`config.mk`:
```
export PLATFORM = sky130hd
export DESIGN_NAME = ppp_front
export DESIGN_NICKNAME = d
export VERILOG_FILES = /design/src/rtl/core/ppp_pkg.sv /design/src/rtl/core/ppp_front.sv
export SDC_FILE = /design/constraint.sdc
export NUM_CORES = 1
export LEC_CHECK = 0
export BUFFER_PORTS_ARGS = -buffer_cell sky130_fd_sc_hd__buf_2
export CAP_MARGIN = 30
export CORE_AREA = 2 2 355 357
export DETAILED_ROUTE_END_ITERATION = 6
export DIE_AREA = 0 0 357 359
export PLACE_DENSITY = 0.39
export SLEW_MARGIN = 15
export SYNTH_ARGS = -nofsm -noshare
export SYNTH_HDL_FRONTEND = slang
export SYNTH_SLANG_ARGS = --single-unit
```
`constraint.sdc`:
```
create_clock -name clk -period 1.5 [get_ports clk]
set_input_delay 0.225 -clock clk [delete_from_list [all_inputs] [get_ports clk]]
set_output_delay 0.225 -clock clk [all_outputs]
set_load 0.02 [all_outputs]
```
`src/rtl/core/ppp_pkg.sv`:
```
// shared types, constants and helpers for the pinhole point projection block
package ppp_pkg;

	localparam int COEF_W      = 32;
	localparam int NUM_VIEW    = 12;
	localparam int NUM_LENS    = 9;
	localparam int ACC_W       = 66;
	localparam int QUEUE_DEPTH = 4;
	localparam int QPTR_W      = 2;
	localparam int QCNT_W      = 3;
	localparam int S_DATA_W    = 136;
	localparam int M_DATA_W    = 72;

	typedef enum logic [0:0] {
		FUNC_LOAD    = 1'b0,
		FUNC_PROJECT = 1'b1
	} func_t;

	typedef enum logic [1:0] {
		STATUS_OK    = 2'd0,
		STATUS_DEPTH = 2'd1,
		STATUS_SAT   = 2'd2
	} status_t;

	typedef logic signed [COEF_W-1:0] coef_t;

	typedef struct packed {
		coef_t x;
		coef_t y;
		coef_t z;
	} point_t;

	// push side of the point queue
	typedef struct packed {
		logic   push;
		point_t pt;
	} qpush_t;

	// returns {clipped, value}
	function automatic logic [COEF_W:0] sat32(input logic signed [ACC_W-1:0] a);
		logic signed [ACC_W-1:0] hi;
		logic signed [ACC_W-1:0] lo;
		hi = ACC_W'(64'sh7fff_ffff);
		lo = -ACC_W'(64'sh8000_0000);
		if (a > hi) begin
			sat32 = {1'b1, 32'h7fff_ffff};
		end else if (a < lo) begin
			sat32 = {1'b1, 32'h8000_0000};
		end else begin
			sat32 = {1'b0, a[COEF_W-1:0]};
		end
	endfunction

endpackage

```
`src/rtl/core/ppp_front.sv`:
```
// front end: takes input words, stores coefficient loads, queues points
module ppp_front (
	input  logic                            clk,
	input  logic                            arst_n,
	input  logic                            s_tvalid,
	output logic                            s_tready,
	input  logic [ppp_pkg::S_DATA_W-1:0]    s_tdata,
	input  logic                            s_tuser,
	input  logic                            q_full,
	output ppp_pkg::qpush_t                 qp,
	output ppp_pkg::coef_t                  view [ppp_pkg::NUM_VIEW],
	output ppp_pkg::coef_t                  lens [ppp_pkg::NUM_LENS]
);
	import ppp_pkg::*;

	logic       acc_w;
	logic [4:0] idx;
	coef_t      val;

	assign s_tready = !q_full;
	assign acc_w    = s_tvalid && s_tready;
	assign idx      = s_tdata[4:0];
	assign val      = s_tdata[36:5];

	assign qp.push = acc_w && (func_t'(s_tuser) == FUNC_PROJECT);
	assign qp.pt.x = s_tdata[68:37];
	assign qp.pt.y = s_tdata[100:69];
	assign qp.pt.z = s_tdata[132:101];

	always_ff @(posedge clk or negedge arst_n) begin
		if (!arst_n) begin
			for (int i = 0; i < NUM_VIEW; i++) view[i] <= '0;
			for (int i = 0; i < NUM_LENS; i++) lens[i] <= '0;
		end else if (acc_w && (func_t'(s_tuser) == FUNC_LOAD)) begin
			// indices past the lens block are dropped
			for (int i = 0; i < NUM_VIEW; i++)
				if (idx == 5'(i)) view[i] <= val;
			for (int i = 0; i < NUM_LENS; i++)
				if (idx == 5'(i + NUM_VIEW)) lens[i] <= val;
		end
	end

endmodule

```
==> impl_results.md <==
- Hold Path Origin: s_tdata[23]
- First-pass GRT wire length: 135,000 µm
- R2r endpoint: lens[278]
- Post-synthesis cell area: about 26,000 µm²
- Post-Synthesis Cells: around 1,600
- Critical Path Start Type: register
- Worst skew pair latency: roughly 0.66 ns
- Switching pwr: around 13 mW
- Grt ovf: 0
- Ratio of final minimum period to clock period: 0.959
- H-tree levels: 3
- Largest net degree at the start of global routing: 54
- Max Clk Rate: between 0.6 and 0.7 GHz
- Area leader, netlist: dfrtp_1
- DR vias: between 15,000 and 20,000
- Initial core utilization: 0.208
- CP Data Required Time: 1.27 ns
- Gate power share: 0.145
- Clock slew at reported path FFs: about 0.060 ns
- Reg power frac: 0.428
- Top Ports: 911
- Layout net count: around 2,400
- RSZ-0062 raised after global routing: true
- Die footprint: roughly 130,000 µm²
- Relative slew slack: 0.339
- Routed wire per std cell: 24.1 µm
- Cells along the critical path: buf_4
- Antenna-violating nets left: 0
- Cell-internal power: roughly 35 mW
- CP max stage delay: about 0.38 ns
- CTS Buf Count: between 80 and 90
- Reg2reg setup slack: roughly 0.49 ns
- Leak: ~19 nW
- Final Skew: 0 ns
- R2R depth: 3
- CTS tree: done
- FF-to-FF Start: lens[278]
- Die Ht: around 360 µm
- Top delay family on crit path: flip-flops
- Clk sink count: approximately 670
- Status: complete, no violations
- Total GRT Usage: 0.147
- CTS max path bufs: 3
- Synth area leaders: dfrtp_1, mux2_2, buf_4
- Pre-CTS setup slack: -0.597 ns
- Crit path max fanout: 2
- Area share of the largest cell type after synthesis: 0.648
- Die W: ~360 µm
- Hold worst-path end: view[210]
- Crit end category: output pin
- Maximum VDD drop: between 800 and 900 µV
- Layout cells sized above 1: 0.698
- Area growth syn-to-layout: 36.1%
- Hold Path Depth: 3
- Post-detailed-route DRC marker count: 0
- Post-Route WL: ~96,000 µm
- Worst path slowest cell: dfrtp_1
- Synthesized area per cell: approximately 16 µm²
- DP Wirelength: ~67,000 µm
- Synth cell types: 24
- Max-cap violations: 0
- Sw frac: 0.276
- CP bufs+invs: 1
- Yosys warns: 0
- Final setup viols: 0
- Count of state elements after synthesis: between 600 and 700
- DR vias/cell: between 4 and 5
- Crit path time final: between 1 and 1.5 ns
- Drt first pass iters: 4
- Routability cong.: roughly 0.73
- Vias in the first global route: ~18,000
- Pwr dens: roughly 1400 nW/µm²
- Seq/Total Area, Yosys: 0.648
- Starting DRT DRC Count: between 500 and 600
- Worst min path class: in -> reg
- Final Hold Fails: 0
- Root buf cell: clkbuf_16
- Clk pwr share: 0.427
- Syn nets: between 1,500 and 2,000
- Initial antenna violation count: 16
- Worst-margin pin slew: approximately 1 ns
- Core Area: roughly 120,000 µm²
- Final Max Tran Viols: 0
- IO Port Bufs: 715
- Dpl cells: around 3,800
- CP arrival: 1.21 ns
- Worst setup margin: around 0.062 ns
- Setup Crit Path Kind: reg -> out
- Final Power: between 40 and 50 mW
- Row cnt: 130
- Fin cells: 3,999
kinds of logic (layout without fill, tap and decap cells):
family	Yosys count	count (layout)	synth area share
buf+inv	228	963	0.0502
flops	672	672	0.648
other cells	0	8	0
mux	672	672	0.292
simple gates	34	34	0.00960
through the flow:
step | area [µm²] | hold slack, ns | TNS, ns | utilization
after floorplan | 26000 | -0.0706 | -29.40 | -
after global placement | 31500 | 0.285 | -218.17 | 0.253
after detailed placement | 31500 | 0.285 | -228.25 | 0.253
after CTS | 34800 | 0.00634 | -0.0174 | 0.280
after global routing | 35300 | 0.0230 | -0.113 | 0.283
final | 35300 | 0.0607 | 0 | 0.283
area by class of cell:
class                   instances  area, µm²
inverters                       2       7.51
diodes                          8       20.0
multi-input cells             706       7900
repair buffers                815       5700
flip-flops and latches        672      16800
clock buffers                 113       2320
well taps                    1650       2060
fillers                     12900      89300
clock inverters                33        487
sequential cells by signal, indices dropped and copies added (netlist names):
| register | flops |
|---|---|
| lens | 288 |
| view | 384 |
per-layer routing:
metal  wire, µm  global-route usage  vias up
li1           -                   -     6840
met1      37800               0.173     8569
met2      45700               0.241      621
met3       9410              0.0581      193
met4       3270              0.0545        6
met5         36                   0        -
how the worst max path moves through the flow:
stage | cells after the start | to | from | slack [ns]
2_1_floorplan | 4 | lens[65] | q_full | -0.31
3_3_place_gp | 5 | lens[100] | q_full | -0.59
3_5_place_dp | 5 | lens[126] | q_full | -0.60
4_1_cts | 1 | view[24] | view[24] | -0.01
5_1_grt | 1 | lens[202] | lens[202] | -0.01
6_report | 1 | view[26] | view[26] | 0.06
synth_stat cells, drive strengths merged:
cell type and count:
dfrtp 672, mux2 672, buf 153, clkbuf 73
nand2 16, nor4b 4, and2 2, inv 2
nand4 2, nor4 2, nor4bb 2, and3 1
and4b 1, and4bb 1, nor2 1, nor3 1
or4 1
power groups by stage:
stage               clock network (mW)  registers, mW  logic, mW
finish                            20.4           20.4       6.94
global route                      21.9           20.6       7.38
CTS                               21.1           20.4       6.92
detailed placement                   0           20.7       6.70
global placement                     0           20.6       6.66
floorplan                            0           22.5       1.88
layout by cell type, fill, tap and decap left out, types with 2 or more instances in the layout:
master / instances
bufinv_16: 8
nor4_4: 2
clkbuf_16: 81
mux2_1: 6
clkbuf_1: 15
nand2_2: 14
clkinv_2: 15
and2_2: 2
inv_6: 3
buf_2: 553
buf_4: 105
clkbuf_8: 17
dlygate4sd3_1: 3
dfrtp_1: 672
mux2_2: 666
nor4b_4: 2
clkinv_4: 2
clkinv_16: 4
nand2_1: 2
nand4_1: 2
nor4b_2: 2
buf_12: 43
inv_1: 2
diode_2: 8
buf_6: 109
repair_timing:
action / 4_1_cts / 5_1_grt
endpoints found under the hold margin: 38 / 0
hold buffers: 3 / 0
buffers inserted: 6 / 9
endpoints found under the setup margin: 90 / 95
resized for setup: 146 / 152
Note: power is estimated with default switching activity, not from simulation.
